--- src/rtl/core/rhc_pkg.sv ---
`timescale 1ns / 1ps

package rhc_pkg;

   // Field widths
   localparam int CHAN_W    = 8;
   localparam int HUE_W     = 15;
   localparam int DEN_W     = CHAN_W + 1;
   localparam int SECT_W    = CHAN_W + 3;
   localparam int HUE_NUM_W = 24;
   localparam int SAT_NUM_W = 17;

   // One full turn of hue in 1/64 degree
   localparam logic [HUE_W-1:0] HUE_FULL_TURN = HUE_W'(23040);

   // Hue sector chosen by the first maximum channel
   typedef enum logic [1:0] {
      SECT_RED,
      SECT_GREEN,
      SECT_BLUE
   } sector_type;

   // Operands and partial results handed from cell to cell
   typedef struct packed {
      logic [HUE_NUM_W-1:0] hue_rem;
      logic [DEN_W-1:0]     hue_den;
      logic [HUE_W-1:0]     hue_quo;
      logic [SAT_NUM_W-1:0] sat_rem;
      logic [DEN_W-1:0]     sat_den;
      logic [CHAN_W-1:0]    sat_quo;
      logic [CHAN_W-1:0]    value;
   } div_data_type;

endpackage

--- src/rtl/core/rhc_front.sv ---
`timescale 1ns / 1ps

module rhc_front import rhc_pkg::*; (
   input  logic              clock,
   input  logic              reset,
   input  logic              in_valid,
   output logic              in_ready,
   input  logic [CHAN_W-1:0] red,
   input  logic [CHAN_W-1:0] green,
   input  logic [CHAN_W-1:0] blue,
   output logic              out_valid,
   input  logic              out_ready,
   output div_data_type      out_data
);

   // 7680 = 8192 - 512 and 510 = 512 - 2
   localparam int HUE_SH_HI = 13;
   localparam int HUE_SH_LO = 9;
   localparam int SAT_SH_HI = 9;
   localparam int SAT_SH_LO = 1;

   logic [CHAN_W-1:0]    mx;
   logic [CHAN_W-1:0]    mn;
   logic [CHAN_W-1:0]    chroma;
   sector_type           sector;
   logic [SECT_W-1:0]    c2;
   logic [SECT_W-1:0]    c4;
   logic [SECT_W-1:0]    c6;
   logic [SECT_W-1:0]    r_ext;
   logic [SECT_W-1:0]    g_ext;
   logic [SECT_W-1:0]    b_ext;
   logic [SECT_W-1:0]    sect_pos;
   logic [HUE_NUM_W-1:0] pos_ext;
   logic [SAT_NUM_W-1:0] chroma_ext;
   div_data_type         data_in;
   div_data_type         data_ff;
   logic                 valid_ff;

   // Find the largest and smallest channel
   always_comb begin
      mx = red;
      mn = red;
      if (green > mx) mx = green;
      if (blue > mx) mx = blue;
      if (green < mn) mn = green;
      if (blue < mn) mn = blue;
      chroma = mx - mn;
   end

   // Pick the sector, first maximum in red, green, blue order
   always_comb begin
      if (red == mx) begin
         sector = SECT_RED;
      end else if (green == mx) begin
         sector = SECT_GREEN;
      end else begin
         sector = SECT_BLUE;
      end
   end

   // Position within the full turn in units of chroma, 0 to 6*chroma
   always_comb begin
      r_ext = SECT_W'(red);
      g_ext = SECT_W'(green);
      b_ext = SECT_W'(blue);
      c2    = SECT_W'(chroma) << 1;
      c4    = SECT_W'(chroma) << 2;
      c6    = c4 + c2;
      case (sector)
         SECT_RED: begin
            if (green >= blue) sect_pos = g_ext - b_ext;
            else sect_pos = c6 - (b_ext - g_ext);
         end
         SECT_GREEN: sect_pos = c2 + b_ext - r_ext;
         SECT_BLUE:  sect_pos = c4 + r_ext - g_ext;
         default:    sect_pos = '0;
      endcase
   end

   // Build rounding dividends and divisors; force a zero divisor to one
   always_comb begin
      pos_ext    = HUE_NUM_W'(sect_pos);
      chroma_ext = SAT_NUM_W'(chroma);
      data_in.hue_rem = (pos_ext << HUE_SH_HI) - (pos_ext << HUE_SH_LO)
                        + HUE_NUM_W'(chroma);
      data_in.hue_den = (chroma == '0) ? DEN_W'(1) : {chroma, 1'b0};
      data_in.hue_quo = '0;
      data_in.sat_rem = (chroma_ext << SAT_SH_HI) - (chroma_ext << SAT_SH_LO)
                        + SAT_NUM_W'(mx);
      data_in.sat_den = (mx == '0) ? DEN_W'(1) : {mx, 1'b0};
      data_in.sat_quo = '0;
      data_in.value   = mx;
   end

   assign in_ready  = !valid_ff || out_ready;
   assign out_valid = valid_ff;
   assign out_data  = data_ff;

   // Advance the stage whenever it is empty or the next one takes the request
   always_ff @(posedge clock) begin
      if (reset) begin
         valid_ff <= 1'b0;
      end else if (in_ready) begin
         valid_ff <= in_valid;
      end
   end

   always_ff @(posedge clock) begin
      if (in_ready && in_valid) begin
         data_ff <= data_in;
      end
   end

endmodule

--- config.mk ---
export PLATFORM = sky130hd
export DESIGN_NAME = rhc_front
export DESIGN_NICKNAME = d
export VERILOG_FILES = /design/src/rtl/core/rhc_pkg.sv /design/src/rtl/core/rhc_front.sv
export SDC_FILE = /design/constraint.sdc
export NUM_CORES = 1
export LEC_CHECK = 0
export ABC_AREA = 1
export BUFFER_PORTS_ARGS = -buffer_cell sky130_fd_sc_hd__buf_2
export CORE_UTILIZATION = 50
export DETAILED_ROUTE_END_ITERATION = 16
export PLACE_DENSITY = 0.84
export RECOVER_POWER = 25
export SYNTH_ARGS = -nofsm -noshare
export SYNTH_HDL_FRONTEND = slang
export SYNTH_SLANG_ARGS = --single-unit
--- constraint.sdc ---
create_clock -name clock -period 11.4 [get_ports clock]
set_input_delay 2.28 -clock clock [delete_from_list [all_inputs] [get_ports clock]]
set_output_delay 2.28 -clock clock [all_outputs]
set_load 0.05 [all_outputs]
==> results.ini <==
[sta]
fin_worst_skew_ns=0.00662
worstMarginPinSlew_ns=0.807
finalHoldViolCount=0
tns_ns=0
clock.fmax_ghz=0.0958
report.final.slew_viol_count=0
setup_viol=0
finalCriticalPeriod_ns=10.44
rsz0062_at_grt=no
relSlewSlack_pct=46.2
fin_crit_sh_pct=91.6

[logic_synthesis]
syn_inst=1043
synthFlopType=edfxtp_1
ys_ff_latch=67
ys_types=45
ys_async_sr_fraction_pct=0
synth.cell_area_sq_um=7840
ys_seq_area_share_pct=25.5
syn_avg_cell_area_sq_um=7.51
netlist.top_cell.by_area=edfxtp_1
yosysMostFrequentCell=nand2_1
synthTopCellsByCount=nand2_1 (275), inv_1 (154), ha_1 (87), nand3_1 (87), edfxtp_1 (66)
synth.area.top_cells=edfxtp_1 (25%), ha_1 (14%), nand2_1 (13%)
yosys_warnings=0
synth_top_area_share_pct=25.3
synth_edf_count=66

[drt]
avgRoutedWirePerCell_um=15.4
first_pass_iters=5
met1_length_um=9070
wl_met2_um=9650
routed.top_layer=met5
ant_nets=0
drc=0
via_count=7126
wl_met3_um=1310
drt-total-wl_um=20900
viasPerCell=5.26
drtIter0Drc=491

[worst_setup_path]
crit_arrival_ns=10.54
crit_path_top_delay_cell=fa_1
crit_fanout=21
worstPathRequired_ns=11.50
worst_setup_path_end_kind=flip-flop
worst_setup_path_start_kind=input port
worst_path_most_repeated_cell=nand2_1
max_stage_delay_ns=0.56
path_class=in2reg

[global_route]
grt_overflow_total=0
grt_pass1_wl_um=33500
antenna_found_initial=1
grt_max_degree=67
grt_pass1_vias=6748
grt_use_total_pct=26.9

[placed_design]
place_congestion=0.927
placed_cells=1339
io_buffers=96
place_hpwl_um=17200

[clocking]
htreeDepth=3
post_cts_buffers=0
clock-sinks=67
cts_hold_buf=0
cts_resized=0
clk_pin_slew_worst_paths_ns=0.05
root_buffer=clkbuf_16
cts_buffers=9
cts_max_path_buffers=2
clk-insertion-delay-late_ns=0.34
cts_tree=yes

[finish]
num-fill-cells=1447
final_cells=1355
area_growth_pct=10.5
finish.utilization_pct=56.8
n_antenna_cell=0
nNetsFinal=1277
drive_gt1_share_pct=12.0

[run_status]
status=finished clean

[die]
row_count=45
io_pins=120
die_x_um=127
die_h_um=127
start_util_pct=51.4
dieArea_sq_um=16200
core_area_sq_um=15300

[worst_hold_path]
hold_path_class=reg2reg

[job]
cap_violations=0

## critical path, delay by kind of cell
family          cells  cell delay (ns)
xor+xnor            1             0.26
compound gates     11             1.84
simple gates       25             2.66
buf+inv             7             0.88
fa+ha+maj           7             2.56
## layout by cell type, fill, tap and decap left out, drive strengths merged, types with 5 or more instances in the layout
master	n
clkbuf	59
nor2	64
a21oi	43
nand2	304
or2	5
nand3	97
xor2	29
o21ai	50
a21o	6
buf	50
inv	166
fa	23
nand4	14
edfxtp	66
clkinv	6
conb	24
ha	87
xnor2	20
## area by class of cell
class / instances / area [sq um] / area share, %
multi-input cells: 794 / 5040 / 58.2
flip-flops and latches: 67 / 2000 / 23.1
clock inverters: 6 / 56.3 / 0.650
repair buffers: 99 / 442 / 5.10
well taps: 211 / 264 / 3.05
clock buffers: 10 / 229 / 2.64
inverters: 168 / 631 / 7.28
## sequential cells by signal (all words and copies together), names as in the netlist
signal     cells
out_data      66
out_valid      1
## layer usage
metal	vias to the layer above	global-route usage, %
li1	3526	-
met3	55	4.15
met2	292	44.5
met5	-	0
met4	2	12.8
met1	3251	34.5
## path summary, 6_finish.rpt
| path | from | endpoint | slack [ns] | cells past startpoint |
|---|---|---|---|---|
| worst min-delay path | out_valid$_SDFFE_PP0N_ | out_valid$_SDFFE_PP0N_ | 0.54 | 2 |
| worst max-delay path | red[1] | out_data[87]$_DFFE_PP_ | 0.96 | 51 |
| worst min register to register | out_valid$_SDFFE_PP0N_ | out_valid$_SDFFE_PP0N_ | 0.54 | 2 |
| worst max register to register | out_valid$_SDFFE_PP0N_ | out_data[26]$_DFFE_PP_ | 9.87 | 2 |
## through the flow
stage               setup slack, ns  cell area [sq um]  hold slack (ns)
global placement              0.779               8440            0.514
floorplan                      2.18               7920             1.07
detailed placement            0.760               8440            0.535
CTS                            1.06               8720            0.542
global route                 0.0793               8660            0.562
finish                        0.957               8660            0.537
## cells by family (layout without fill, tap and decap cells)
group           count (synthesis)  count (layout)  share of synthesized area [%]
fa+ha+maj                     110             110                           19.8
flops                          67              67                           25.5
compound gates                119             119                           8.60
xor+xnor                       49              49                           6.05
buf+inv                       205             283                           11.4
simple gates                  492             492                           28.6
other cells                     1              24                         0.0478
Power is left out: the tool's default activity adds up to more than one toggle a clock period on the data nets, which glitch-free logic cannot reach.
