$ cat config.mk
export PLATFORM = sky130hd
export DESIGN_NAME = rhc_div_cell
export DESIGN_NICKNAME = d
export VERILOG_FILES = /design/src/rtl/core/rhc_pkg.sv /design/src/rtl/core/rhc_div_cell.sv
export SDC_FILE = /design/constraint.sdc
export NUM_CORES = 1
export LEC_CHECK = 0
export BUFFER_PORTS_ARGS = -buffer_cell sky130_fd_sc_hd__buf_4
export CAP_MARGIN = 30
export CORE_ASPECT_RATIO = 0.6
export CORE_UTILIZATION = 43
export CTS_CLUSTER_SIZE = 24
export DETAILED_ROUTE_END_ITERATION = 12
export HOLD_SLACK_MARGIN = 0.15
export PLACE_DENSITY = 0.88
export SYNTH_ARGS = -nofsm -noshare
export SYNTH_HDL_FRONTEND = slang
export SYNTH_SLANG_ARGS = --single-unit
$ cat constraint.sdc
create_clock -name clock -period 2.9 [get_ports clock]
set_input_delay 0.145 -clock clock [delete_from_list [all_inputs] [get_ports clock]]
set_output_delay 0.145 -clock clock [all_outputs]
set_load 0.005 [all_outputs]
$ cat src/rtl/core/rhc_pkg.sv
`timescale 1ns / 1ps

package rhc_pkg;

   // Field widths
   localparam int CHAN_W    = 8;
   localparam int HUE_W     = 15;
   localparam int DEN_W     = CHAN_W + 1;
   localparam int SECT_W    = CHAN_W + 3;
   localparam int HUE_NUM_W = 24;
   localparam int SAT_NUM_W = 17;

   // One full turn of hue in 1/64 degree
   localparam logic [HUE_W-1:0] HUE_FULL_TURN = HUE_W'(23040);

   // Hue sector chosen by the first maximum channel
   typedef enum logic [1:0] {
      SECT_RED,
      SECT_GREEN,
      SECT_BLUE
   } sector_type;

   // Operands and partial results handed from cell to cell
   typedef struct packed {
      logic [HUE_NUM_W-1:0] hue_rem;
      logic [DEN_W-1:0]     hue_den;
      logic [HUE_W-1:0]     hue_quo;
      logic [SAT_NUM_W-1:0] sat_rem;
      logic [DEN_W-1:0]     sat_den;
      logic [CHAN_W-1:0]    sat_quo;
      logic [CHAN_W-1:0]    value;
   } div_data_type;

endpackage

$ cat src/rtl/core/rhc_div_cell.sv
`timescale 1ns / 1ps

module rhc_div_cell import rhc_pkg::*; #(
   parameter int STEP = 0
) (
   input  logic         clock,
   input  logic         reset,
   input  logic         in_valid,
   output logic         in_ready,
   input  div_data_type in_data,
   output logic         out_valid,
   input  logic         out_ready,
   output div_data_type out_data
);

   localparam logic [HUE_W-1:0]  HUE_BIT = HUE_W'(1) << STEP;
   localparam logic [CHAN_W-1:0] SAT_BIT = CHAN_W'(1) << STEP;

   logic [HUE_NUM_W-1:0] hue_sub;
   logic [SAT_NUM_W-1:0] sat_sub;
   div_data_type         data_in;
   div_data_type         data_ff;
   logic                 valid_ff;

   assign hue_sub = HUE_NUM_W'(in_data.hue_den) << STEP;
   assign sat_sub = SAT_NUM_W'(in_data.sat_den) << STEP;

   // One restoring step of each divider; saturation has only the low bits
   always_comb begin
      data_in = in_data;
      if (in_data.hue_rem >= hue_sub) begin
         data_in.hue_rem = in_data.hue_rem - hue_sub;
         data_in.hue_quo = in_data.hue_quo | HUE_BIT;
      end
      if ((STEP < CHAN_W) && (in_data.sat_rem >= sat_sub)) begin
         data_in.sat_rem = in_data.sat_rem - sat_sub;
         data_in.sat_quo = in_data.sat_quo | SAT_BIT;
      end
   end

   assign in_ready  = !valid_ff || out_ready;
   assign out_valid = valid_ff;
   assign out_data  = data_ff;

   // Hold when the neighbor stalls, otherwise advance
   always_ff @(posedge clock) begin
      if (reset) begin
         valid_ff <= 1'b0;
      end else if (in_ready) begin
         valid_ff <= in_valid;
      end
   end

   always_ff @(posedge clock) begin
      if (in_ready && in_valid) begin
         data_ff <= data_in;
      end
   end

endmodule

==> Flow_metrics.wiki, run 1 <==
{| class="wikitable"
! Metric !! Value
|-
| Fraction of layout cells with a size suffix above 1 || approximately a third
|-
| Placed wire-length estimate after detailed placement || 8.69 mm
|-
| Post-layout instance count excluding filler cells || about 760
|-
| Pin count of the biggest net entering global routing || 52
|-
| Clock tree from TritonCTS || built
|-
| DR pass1 iterations || 6
|-
| Post-synth EDFFs || 90
|-
| Result of the run || completed
|-
| Antenna cell count || 0
|-
| Number of sinks on the clock net || 91
|-
| Number of hold violations in the final report || 0
|-
| Sequential cell area fraction in the yosys report || between 60% and 70%
|-
| Number of setup buffers added after CTS || 0
|-
| Most repeated cell in the gate-level netlist after synthesis || sky130_fd_sc_hd__edfxtp_1
|-
| H-Tree Depth || 3
|-
| Filler cell count in the final layout || slightly above 600
|-
| Die ar. || about 10,000 sq um
|-
| IO buf count || 185
|-
| Largest area contributor in the synthesized netlist || sky130_fd_sc_hd__edfxtp_1
|-
| RSZ-0062 raised after global routing || false
|-
| Number of cells in the design after placement || about 650
|-
| Buffer and inverter count on the worst path || 3
|-
| Clock input transition at the sequential cells of the worst setup and hold paths || around 60 ps
|-
| Max Cap Violations || 0
|-
| Antenna violation net count after detailed routing || 0
|-
| Source of the critical timing path || in_data[36]
|-
| Top FF cell, synth || sky130_fd_sc_hd__edfxtp_1
|-
| Largest delay contributor family on the critical path || simple AND/OR/NAND/NOR gates
|-
| Clock tree skew after final layout || just under 6 ps
|-
| Fin nets || approximately 740
|-
| RePlAce Congestion || 0.858
|-
| Syn Nets || ~460
|-
| Netlist cell types || 44
|-
| Transition time at the pin with the least slew margin || roughly 620 ps
|-
| Hold crit path type || in -> reg
|-
| Horizontal die dimension || around 130 um
|-
| Die H || 79.7 um
|-
| Initial cell density of the core || between 40% and 50%
|-
| Number of top-level pins || around 190
|-
| Standard cell core area || roughly 9500 sq um
|-
| Critical path startpoint category || primary input
|-
| Setup TNS || 0 ps
|-
| Max Clk Rate || around 360 MHz
|-
| Total standard cell area after synthesis || between 4000 and 5000 sq um
|-
| DRT iter0 DRCs || 331
|-
| Clock root buffer || sky130_fd_sc_hd__clkbuf_16
|-
| Total gr overflow || 0
|-
| PwrDens || a little under 500 nW/um^2
|-
| Cell area reported after detailed placement || between 5000 and 6000 sq um
|-
| Cells after Synth || ~340
|-
| Yosys warns || 0
|-
| Worst supply voltage drop on vdd || between 300 and 400 uV
|-
| Area taken by flip-flops and latches || 2720 sq um
|-
| Share of synthesized flip-flops with an asynchronous set or reset || 0%
|-
| Initial antenna violation count || 0
|-
| Source-to-sink clock delay at the later pin of the worst-skew pair || approximately 330 ps
|-
| Slowest cell on crit path || sky130_fd_sc_hd__dlygate4sd3_1
|-
| Number of setup violations in the final report || 0
|-
| Max Root-Sink Buffers || 2
|-
| Worst path max stage delay || approximately 550 ps
|-
| Cell repeated most along the worst path || sky130_fd_sc_hd__buf_4
|-
| Routed wire length per instance || 17.6 um
|-
| Top fanout value on the critical path || 19
|-
| Critical path, cell by cell || dlygate4sd3_1 -> buf_4 -> or4_4 -> or4_1 -> a211o_1 -> and3b_1 -> buf_4 -> o21ai_0
|-
| GRT Overall Usage || between 20% and 30%
|-
| Most numerous cell types in the synthesized netlist || 90 x sky130_fd_sc_hd__edfxtp_1, 31 x sky130_fd_sc_hd__nand2_1, 28 x sky130_fd_sc_hd__o21ai_0
|-
| Start point of the worst min-delay path || in_data[78]
|-
| Worst slew margin || a little under three fifths
|-
| Required time at the worst-slack endpoint || just under 3000 ps
|-
| Fin crit share || between 90% and 100%
|-
| Via-per-instance ratio || between 5 and 6
|-
| Number of flip-flops and latches in the synthesized netlist || 91
|-
| Arrival time reported for the critical path endpoint || approximately 2900 ps
|-
| Critical Setup Path Class || in -> reg
|-
| Portion of synthesized cell area occupied by the leading cell type || 62.4%
|-
| Routed wire length || 13.4 mm
|-
| P&R area growth vs syn || 62.9%
|-
| Synthesized area per cell || 12.6 sq um
|-
| Leakage power || approximately 3 nW
|-
| Total number of vias || a little under 4,000
|-
| Multi-input logic area || around 1500 sq um
|-
| Standard-cell row count || 27
|-
| Count of pins over their slew limit || 0
|-
| Number of global-route vias before repair || between 3,000 and 4,000
|-
| Post-route DRC violation count || 0
|-
| Wire length of the first global-routing pass || just over 20 mm
|-
| Critical Path Sink Type || flip-flop
|-
| Number of buffers inserted during clock tree synthesis || 9
|-
| Total non-filler cell area in the finished layout || slightly above 7000 sq um
|-
| Biggest area contributors in the synthesized netlist || sky130_fd_sc_hd__edfxtp_1 62%, sky130_fd_sc_hd__ha_1 5.2%, sky130_fd_sc_hd__o21ai_0 3.2%, sky130_fd_sc_hd__xnor2_1 2.8%, sky130_fd_sc_hd__xor2_1 2.8%
|-
| Post-layout minimum cycle time || 2810 ps
|-
| Origin of the critical flop-to-flop path || out_valid
|}
timing repair:
action	4_1_cts	5_1_grt
endpoints found under the setup margin	0	11
hold buffers	89	0
gates resized for setup	0	1
endpoints found under the hold margin	88	0
routing by layer:
metal	vias to the layer above	share of wire, %	GRT usage [%]
met5	-	0	0
met4	0	2.5	9.77
met3	30	7.0	5.46
met2	228	50	46.0
met1	1835	41	30.9
li1	1833	-	-
worst paths after layout:
path                                     end  slack [ps]  depth (start not counted)
worst max-delay path            out_data[31]          90                          8
worst min-delay path            out_data[78]         170                          2
worst max register to register   out_data[5]        1150                          3
worst min register to register  out_data[53]        1080                          2
metrics by stage:
| stage | worst slack (ps) | util [%] | hold slack, ps | total power [W] |
|---|---|---|---|---|
| 3_5_place_dp | 309 | 62.1 | 306 | 0.00220 |
| 6_report | 91.5 | 74.6 | 170 | 0.00344 |
| 3_3_place_gp | 430 | 62.1 | 299 | 0.00217 |
| 5_1_grt | 15.0 | 74.6 | 170 | 0.00356 |
| 4_1_cts | 96.6 | 74.6 | 158 | 0.00344 |
| 2_1_floorplan | 656 | - | 214 | 0.00186 |
worst reg2reg max path, stage by stage, from the launching register on:
cell and delay (ps):
sky130_fd_sc_hd__dfxtp_1 330, sky130_fd_sc_hd__nand2b_1 150, sky130_fd_sc_hd__and2_4 540, sky130_fd_sc_hd__buf_12 380
registers in the layout, summed over array words and instances (netlist names):
| name | cells |
|---|---|
| out_data | 90 |
| out_valid | 1 |
report_power, final:
part / internal (W) / switching, W
Sequential: 0.00157 / 0.0000301
Combinational: 0.000380 / 0.000310
Clock: 0.000665 / 0.000486
Total: 0.00262 / 0.000827
cell type report:
class / count / area share [%]
clock inverters: 7 / 0.958
well taps: 130 / 2.31
multi-input cells: 221 / 20.9
flip-flops and latches: 91 / 38.6
repair buffers: 277 / 32.8
inverters: 23 / 1.22
clock buffers: 9 / 3.19
logic make-up after synthesis:
group / Yosys count / share of synthesized area [%]
fa+ha+maj: 20 / 6.13
buf+inv: 32 / 3.12
simple gates: 110 / 13.1
flops: 91 / 62.9
mux: 2 / 0.462
compound gates: 61 / 8.64
xor+xnor: 28 / 5.66
placed cells by master, fill, tap and decap left out, types with 3 or more instances in the layout:
master                          Yosys  final
sky130_fd_sc_hd__a31o_2             3      3
sky130_fd_sc_hd__a21oi_1           11     11
sky130_fd_sc_hd__nand4_1            6      6
sky130_fd_sc_hd__ha_1              18     18
sky130_fd_sc_hd__nand3_1            9      9
sky130_fd_sc_hd__dlygate4sd3_1      0     89
sky130_fd_sc_hd__nor2b_1            3      3
sky130_fd_sc_hd__xor2_1            14     14
sky130_fd_sc_hd__nor4_1             7      7
sky130_fd_sc_hd__o2111ai_1          3      3
sky130_fd_sc_hd__nand2b_1          11     11
sky130_fd_sc_hd__xnor2_1           14     14
sky130_fd_sc_hd__or3_1              6      6
sky130_fd_sc_hd__edfxtp_1          90     90
sky130_fd_sc_hd__or4_1              3      3
sky130_fd_sc_hd__inv_1             23     23
sky130_fd_sc_hd__a21o_1             4      4
sky130_fd_sc_hd__nor2_1            17     17
sky130_fd_sc_hd__o21ai_0           28     28
sky130_fd_sc_hd__nand2_1           31     31
sky130_fd_sc_hd__buf_4              2    187
sky130_fd_sc_hd__nor3_1             7      7
sky130_fd_sc_hd__clkbuf_16          0      9
(Power assumes the default switching activity.)
==> inputs of run 2 (changes only) <==
CORE_ASPECT_RATIO = 1.2   (was 0.6)
==> run 2 against run 1 <==
Hold slack gained 12 ps. Flip-flop and latch count is the same. Critical endpoint is now out_data[30]. Non-clock buffer count is the same. Clock-buffer cell count grew 2. Critical path depth is the same. Sequential share of layout area shrank 0.061 points. Critical path type unchanged. Clock skew grew 5.8 ps.
==> Flow_metrics.wiki, run 2 (synthesis gave the netlist of run 1 again) <==
{| class="wikitable"
! Metric !! Value
|-
| Result of the run || completed
|-
| Fin nets || 737
|-
| Met3 usage in global routing || under 10%
|-
| Top Usage Layer GRT || met2
|-
| Origin of the critical flop-to-flop path || out_valid
|-
| Horizontal die dimension || roughly 94 um
|-
| Number of setup buffers added after CTS || 0
|-
| Cell repeated most along the worst path || sky130_fd_sc_hd__buf_4
|-
| Register-to-Register Path Depth || 3
|-
| Slowest cell on crit path || sky130_fd_sc_hd__dlygate4sd3_1
|-
| Post-placement setup slack || ~400 ps
|-
| Post-route DRC violation count || 0
|-
| Worst-case register-to-register setup slack || 1270 ps
|-
| DRT iter0 DRCs || 184
|-
| Buffer and inverter count on the worst path || 3
|-
| Hold EP || out_data[87]
|-
| Antenna violation net count after detailed routing || 0
|-
| DR pass1 iterations || 4
|-
| P&R area growth vs syn || 63.2%
|-
| Final Power || around 0.0035 W
|-
| Clock input transition at the sequential cells of the worst setup and hold paths || around 70 ps
|-
| Arrival time reported for the critical path endpoint || between 2000 and 3000 ps
|-
| Worst slew margin || between 50% and 60%
|-
| Number of global-route vias before repair || about 4,100
|-
| Count of pins over their slew limit || 0
|-
| Post-layout minimum cycle time || between 2000 and 3000 ps
|-
| Number of hold violations in the final report || 0
|-
| Hold crit path type || in -> reg
|-
| Routed wire length per instance || roughly 17 um
|-
| Die ar. || 10,500 sq um
|-
| Worst-case setup margin in the final layout || between 100 and 150 ps
|-
| Worst path max stage delay || around 550 ps
|-
| Setup TNS || 0 ps
|-
| Wire length of the first global-routing pass || 20.0 mm
|-
| Commonest cells after routing, fill and taps aside || 187 x sky130_fd_sc_hd__buf_4, 90 x sky130_fd_sc_hd__edfxtp_1, 89 x sky130_fd_sc_hd__dlygate4sd3_1
|-
| Pin count of the biggest net entering global routing || just over 50
|-
| Standard cell core area || roughly 9700 sq um
|-
| M2 GR Usage || a little under half
|-
| Clock tree skew after final layout || between 10 and 15 ps
|-
| Initial cell density of the core || around 45%
|-
| GRT Overall Usage || approximately a quarter
|-
| Met1 GRT Util || 28.3%
|-
| H-Tree Depth || 3
|-
| Fraction of layout cells with a size suffix above 1 || ~33%
|-
| Critical Path Sink Type || flip-flop
|-
| Die H || 112 um
|-
| Top fanout value on the critical path || 19
|-
| Number of buffers inserted during clock tree synthesis || 9
|-
| RSZ-0062 raised after global routing || false
|-
| Number of sinks on the clock net || 91
|-
| Total number of vias || between 3,000 and 4,000
|-
| Start point of the worst min-delay path || in_data[87]
|-
| Max Cap Violations || 0
|-
| Critical path, cell by cell || dlygate4sd3_1 -> buf_4 -> or4_4 -> or4_1 -> a211o_1 -> and3b_1 -> buf_4 -> o21ai_0
|-
| Source-to-sink clock delay at the later pin of the worst-skew pair || between 300 and 400 ps
|-
| Critical Setup Path Class || in -> reg
|-
| Routed wire length || between 10 and 15 mm
|-
| Max Clk Rate || roughly 360 MHz
|-
| Placed wire-length estimate after detailed placement || roughly 8.3 mm
|-
| Number of setup violations in the final report || 0
|-
| Total gr overflow || 0
|-
| Number of top-level pins || around 190
|-
| Clock tree from TritonCTS || built
|-
| Leakage power || 3.01 nW
|-
| Fin crit share || between 90% and 100%
|-
| Clock root buffer || sky130_fd_sc_hd__clkbuf_16
|-
| Number of stages on the worst hold path || 2
|-
| Via-per-instance ratio || 5.27
|-
| Required time at the worst-slack endpoint || around 3000 ps
|-
| Worst supply voltage drop on vdd || 284 uV
|-
| PwrDens || ~500 nW/um^2
|-
| Standard-cell row count || 39
|-
| Critical path startpoint category || primary input
|-
| IO buf count || 185
|-
| RePlAce Congestion || around 0.9
|-
| Transition time at the pin with the least slew margin || ~670 ps
|-
| Initial antenna violation count || 1
|-
| Number of flip-flops in the largest register || 90
|-
| End of the worst register-to-register path || out_data[22]
|-
| Largest delay contributor family on the critical path || simple AND/OR/NAND/NOR gates
|-
| Max Root-Sink Buffers || 2
|-
| Leading cell type in the layout, fill and taps excluded || sky130_fd_sc_hd__buf_4
|}
-- run 2: cell types whose count changed in the layout (fill, tap and decap cells not counted), sizes merged --
cell	change
inv	-1
bufinv	+1
clkinv	-1
clkinvlp	-1
diode	+1
clkbuf	+2
-- run 2: metrics by stage --
stage	instance area [sq um]	hold WS [ps]	utilization, %	std cells
floorplan	4330	214	-	344
global placement	5860	299	60.7	646
detailed placement	5860	305	60.7	646
CTS	7060	171	73.1	751
global route	7070	159	73.1	752
finish	7070	182	73.1	752
-- run 2: worst register-to-register path, cell delays in order (launching register included) --
cell and delay, ps:
sky130_fd_sc_hd__dfxtp_1 310, sky130_fd_sc_hd__nand2b_1 110, sky130_fd_sc_hd__and2_4 500, sky130_fd_sc_hd__buf_12 360
-- run 2: cell type report --
type	count	area, sq um
antenna	1	2.50
clock buffer	11	233
clock inverter	5	77.6
fill	621	2590
inverter	23	86.3
multi-input combinational	221	1480
sequential	91	2720
tap	123	154
timing repair buffer	277	2310
-- run 2: how the worst max path moves through the flow --
stage	start	slack, ps	cells after the start	end
6_report	in_data[36]	120	8	out_data[30]
5_1_grt	in_data[36]	80	8	out_data[30]
4_1_cts	in_data[64]	110	8	out_data[72]
3_5_place_dp	in_data[64]	400	7	out_data[72]
3_3_place_gp	in_data[85]	460	7	out_data[75]
2_1_floorplan	in_data[36]	660	8	out_data[39]
-- run 2: what timing repair did --
action                                  CTS  global route
hold buffers                             89             0
endpoints found under the setup margin    0             9
endpoints found under the hold margin    88             0
resized for setup                         0             1
-- run 2: where the power goes --
part	total (W)	switching [W]	leakage, nW	internal [W]
sequential	0.00161	0.0000339	0.875	0.00157
clock	0.00123	0.000475	0.151	0.000753
combinational	0.000684	0.000306	1.99	0.000379
-- run 2: metal layers --
layer / wire, um / share of wire, %
met1: 4840 / 37
met2: 7200 / 55
met3: 640 / 4.9
met4: 439 / 3.3
met5: 0 / 0
==> inputs of run 3 (changes only) <==
BUFFER_PORTS_ARGS = not set   (was -buffer_cell sky130_fd_sc_hd__buf_4)
CELL_PAD_IN_SITES_DETAIL_PLACEMENT = 0   (was not set)
CELL_PAD_IN_SITES_GLOBAL_PLACEMENT = 1   (was not set)
DONT_BUFFER_PORTS = 1   (was not set)
PLACE_DENSITY = 0.86   (was 0.88)
==> run 3 against run 2 <==
The flow now stops in 4_1_cts. Synthesized cell count did not move. Area after synthesis unchanged.
==> Flow_metrics.wiki, run 3 <==
{| class="wikitable"
! Metric !! Value
|-
| Result of the run || stopped before the end
|-
| Stage where the flow stopped || 4_1_cts
|-
| First error line in the log || [ERROR RSZ-0060] Max buffer count reached.
|-
| Standard-cell row count || 39
|-
| Yosys warns || 0
|-
| Post-cts sizing count || 0
|-
| Number of buffers inserted during clock tree synthesis || 9
|-
| Share of synthesized flip-flops with an asynchronous set or reset || 0%
|-
| Biggest area contributors in the synthesized netlist || sky130_fd_sc_hd__edfxtp_1 62%, sky130_fd_sc_hd__ha_1 5.2%, sky130_fd_sc_hd__o21ai_0 3.2%, sky130_fd_sc_hd__xnor2_1 2.8%, sky130_fd_sc_hd__xor2_1 2.8%
|-
| Placed wire-length estimate after detailed placement || roughly 7 mm
|-
| Horizontal die dimension || between 90 and 100 um
|-
| Largest area contributor in the synthesized netlist || sky130_fd_sc_hd__edfxtp_1
|-
| Netlist cell types || between 40 and 50
|-
| RePlAce Congestion || between 0.8 and 0.9
|-
| Total standard cell area after synthesis || ~4300 sq um
|-
| Clock root buffer || sky130_fd_sc_hd__clkbuf_16
|-
| Initial cell density of the core || ~45%
|-
| Post-synth EDFFs || 90
|-
| Die H || between 100 and 150 um
|-
| Number of sinks on the clock net || 91
|-
| Post-placement setup slack || between 400 and 500 ps
|-
| Max Root-Sink Buffers || 2
|-
| H-Tree Depth || 3
|-
| Number of flip-flops and latches in the synthesized netlist || 91
|-
| Number of setup buffers added after CTS || 0
|-
| Syn Nets || approximately 460
|-
| Number of top-level pins || between 150 and 200
|-
| Cells after Synth || 344
|-
| Most numerous cell types in the synthesized netlist || 90 x sky130_fd_sc_hd__edfxtp_1, 31 x sky130_fd_sc_hd__nand2_1, 28 x sky130_fd_sc_hd__o21ai_0
|-
| Portion of synthesized cell area occupied by the leading cell type || between 60% and 70%
|-
| Most repeated cell in the gate-level netlist after synthesis || sky130_fd_sc_hd__edfxtp_1
|-
| Synthesized area per cell || 12.6 sq um
|-
| CTS Hold Buffers Added || a little over 100
|-
| Sequential cell area fraction in the yosys report || around 63%
|-
| Top FF cell, synth || sky130_fd_sc_hd__edfxtp_1
|-
| IO buf count || 0
|}
run 3: cells by family after synthesis:
logic type	synth area share [%]
buf+inv	3.12
xor+xnor	5.66
compound gates	8.64
mux	0.462
flops	62.9
fa+ha+maj	6.13
simple gates	13.1
run 3: per-stage QoR:
step | instances | instance area [sq um] | hold slack [ps]
after detailed placement | 462 | 4480 | 216
after floorplan | 344 | 4330 | 214
after global placement | 462 | 4480 | 216
==> inputs of run 4 (changes only) <==
CELL_PAD_IN_SITES_DETAIL_PLACEMENT = not set   (was 0)
CELL_PAD_IN_SITES_GLOBAL_PLACEMENT = not set   (was 1)
CORE_ASPECT_RATIO = not set   (was 1.2)
CORE_UTILIZATION = 30   (was 43)
CTS_CLUSTER_SIZE = not set   (was 24)
HOLD_SLACK_MARGIN = not set   (was 0.15)
PLACE_DENSITY = not set   (was 0.86)
PLACE_DENSITY_LB_ADDON = 0.15   (was not set)
clock period = 3.8 ns   (was 2.9 ns; I/O delays follow)
==> run 4 against run 3 <==
The run now ends clean.
==> Flow_metrics.wiki, run 4 (synthesis gave the netlist of run 1 again) <==
{| class="wikitable"
! Metric !! Value
|-
| Number of hold violations in the final report || 0
|-
| Pin count of the biggest net entering global routing || 72
|-
| Routed wire length || 9.96 mm
|-
| Number of top-level pins || between 150 and 200
|-
| Die ar. || roughly 15,000 sq um
|-
| Worst supply voltage drop on vdd || ~220 uV
|-
| Leakage power || 1.98 nW
|-
| Total gr overflow || 0
|-
| Fin nets || 512
|-
| Number of setup buffers added after CTS || 0
|-
| Setup TNS || 0 ps
|-
| Leading cell type in the layout, fill and taps excluded || sky130_fd_sc_hd__edfxtp_1
|-
| Max Clk Rate || 410 MHz
|-
| Wire length of the first global-routing pass || roughly 15 mm
|-
| Post-placement setup slack || between 900 and 1000 ps
|-
| Critical path startpoint category || primary input
|-
| Clock tree from TritonCTS || built
|-
| Number of global-route vias before repair || around 2,700
|-
| IO buf count || 0
|-
| Routed wire length per instance || 17.1 um
|-
| Source-to-sink clock delay at the later pin of the worst-skew pair || between 300 and 400 ps
|-
| Required time at the worst-slack endpoint || 3890 ps
|-
| Wire length on met3 || between 600 and 700 um
|-
| Number of setup violations in the final report || 0
|-
| PwrDens || 473 nW/um^2
|-
| Number of sinks on the clock net || a little over 90
|-
| Max Root-Sink Buffers || 2
|-
| Critical Path Sink Type || flip-flop
|-
| Result of the run || completed
|-
| Antenna cell count || 0
|-
| Cell area reported after detailed placement || 4520 sq um
|-
| DRT iter0 DRCs || 148
|-
| DR pass1 iterations || 4
|-
| Hold crit path type || in -> reg
|-
| Arrival time reported for the critical path endpoint || between 2000 and 3000 ps
|-
| Max layer used || met4
|-
| Worst-case register-to-register setup slack || about 2300 ps
|-
| Fin crit share || between 60 and 70%
|-
| Number of flip-flops in the largest register || 90
|-
| P&R area growth vs syn || 24.5%
|-
| Worst slew margin || between 40% and 50%
|-
| Initial cell density of the core || between 30% and 40%
|-
| Clock input transition at the sequential cells of the worst setup and hold paths || 70 ps
|-
| Standard cell core area || 14,000 sq um
|-
| Met2 wire length || about 4.4 mm
|-
| Post-route DRC violation count || 0
|-
| Initial antenna violation count || 0
|-
| Clock root buffer || sky130_fd_sc_hd__clkbuf_16
|-
| Total number of vias || about 2,800
|-
| M1 wire length || about 4.7 mm
|-
| Standard-cell row count || 43
|-
| Max Cap Violations || 0
|-
| Total non-filler cell area in the finished layout || 5390 sq um
|-
| Placed wire-length estimate after detailed placement || roughly 7.0 mm
|-
| Die H || 122 um
|-
| Top fanout value on the critical path || 23
|-
| RePlAce Congestion || roughly 0.72
|-
| Number of buffers inserted during clock tree synthesis || 9
|-
| Horizontal die dimension || ~120 um
|-
| Commonest cells after routing, fill and taps aside || 90 x sky130_fd_sc_hd__edfxtp_1, 49 x sky130_fd_sc_hd__dlygate4sd3_1, 31 x sky130_fd_sc_hd__nand2_1
|-
| Antenna violation net count after detailed routing || 0
|-
| Critical Setup Path Class || in -> reg
|-
| H-Tree Depth || 3
|-
| RSZ-0062 raised after global routing || false
|-
| Via-per-instance ratio || just under 5
|-
| Clock tree skew after final layout || ~7.7 ps
|-
| Post-layout minimum cycle time || roughly 2400 ps
|-
| GRT Overall Usage || 13.2%
|-
| Worst-case setup margin in the final layout || roughly 1400 ps
|-
| Transition time at the pin with the least slew margin || just over 800 ps
|-
| Fraction of layout cells with a size suffix above 1 || 6.45%
|-
| Count of pins over their slew limit || 0
|}
## run 4: path summary, 6_finish.rpt
path / end / cells past startpoint / start
max: out_data[37] / 6 / in_data[36]
max reg2reg: out_data[42] / 3 / out_valid
min reg2reg: out_data[85] / 2 / out_valid
min: out_data[8] / 1 / in_data[8]
## run 4: area by class of cell
type | count | area [sq um]
clock buffer | 9 | 225
clock inverter | 7 | 123
fill | 1380 | 8600
inverter | 23 | 86.3
multi-input combinational | 221 | 1480
sequential | 91 | 2720
tap | 180 | 225
timing repair buffer | 52 | 533
## run 4: critical path: stages
cell	delay, ps
sky130_fd_sc_hd__or4_4	530
sky130_fd_sc_hd__or4_1	450
sky130_fd_sc_hd__a211o_1	300
sky130_fd_sc_hd__and3b_1	730
sky130_fd_sc_hd__nor3_1	150
sky130_fd_sc_hd__xor2_1	180
## run 4: power by group
part | total [W] | internal, W | switching (W)
combinational | 0.000265 | 0.000125 | 0.000140
sequential | 0.00124 | 0.00120 | 0.0000396
clock | 0.00104 | 0.000649 | 0.000395
## run 4: per-layer routing
layer,GRT usage (%),up-vias
met5,0,-
li1,-,1379
met1,17.7,1304
met2,19.2,112
met4,7.01,0
met3,3.89,12
## run 4: what timing repair did
item                                    CTS  global route
hold endpoints to repair                 48             0
endpoints found under the setup margin    0             0
hold buffers                             49             0
gates resized for setup                   0             0
## run 4: through the flow
step / utilization (%) / hold slack, ps / instances / power (W)
after global routing: 38.5 / 22.5 / 583 / 0.00265
after CTS: 38.3 / 5.30 / 582 / 0.00258
final: 38.5 / 22.9 / 583 / 0.00255
after global placement: 32.3 / 261 / 517 / 0.00148
after detailed placement: 32.3 / 272 / 517 / 0.00149
after floorplan: - / 259 / 344 / 0.00143
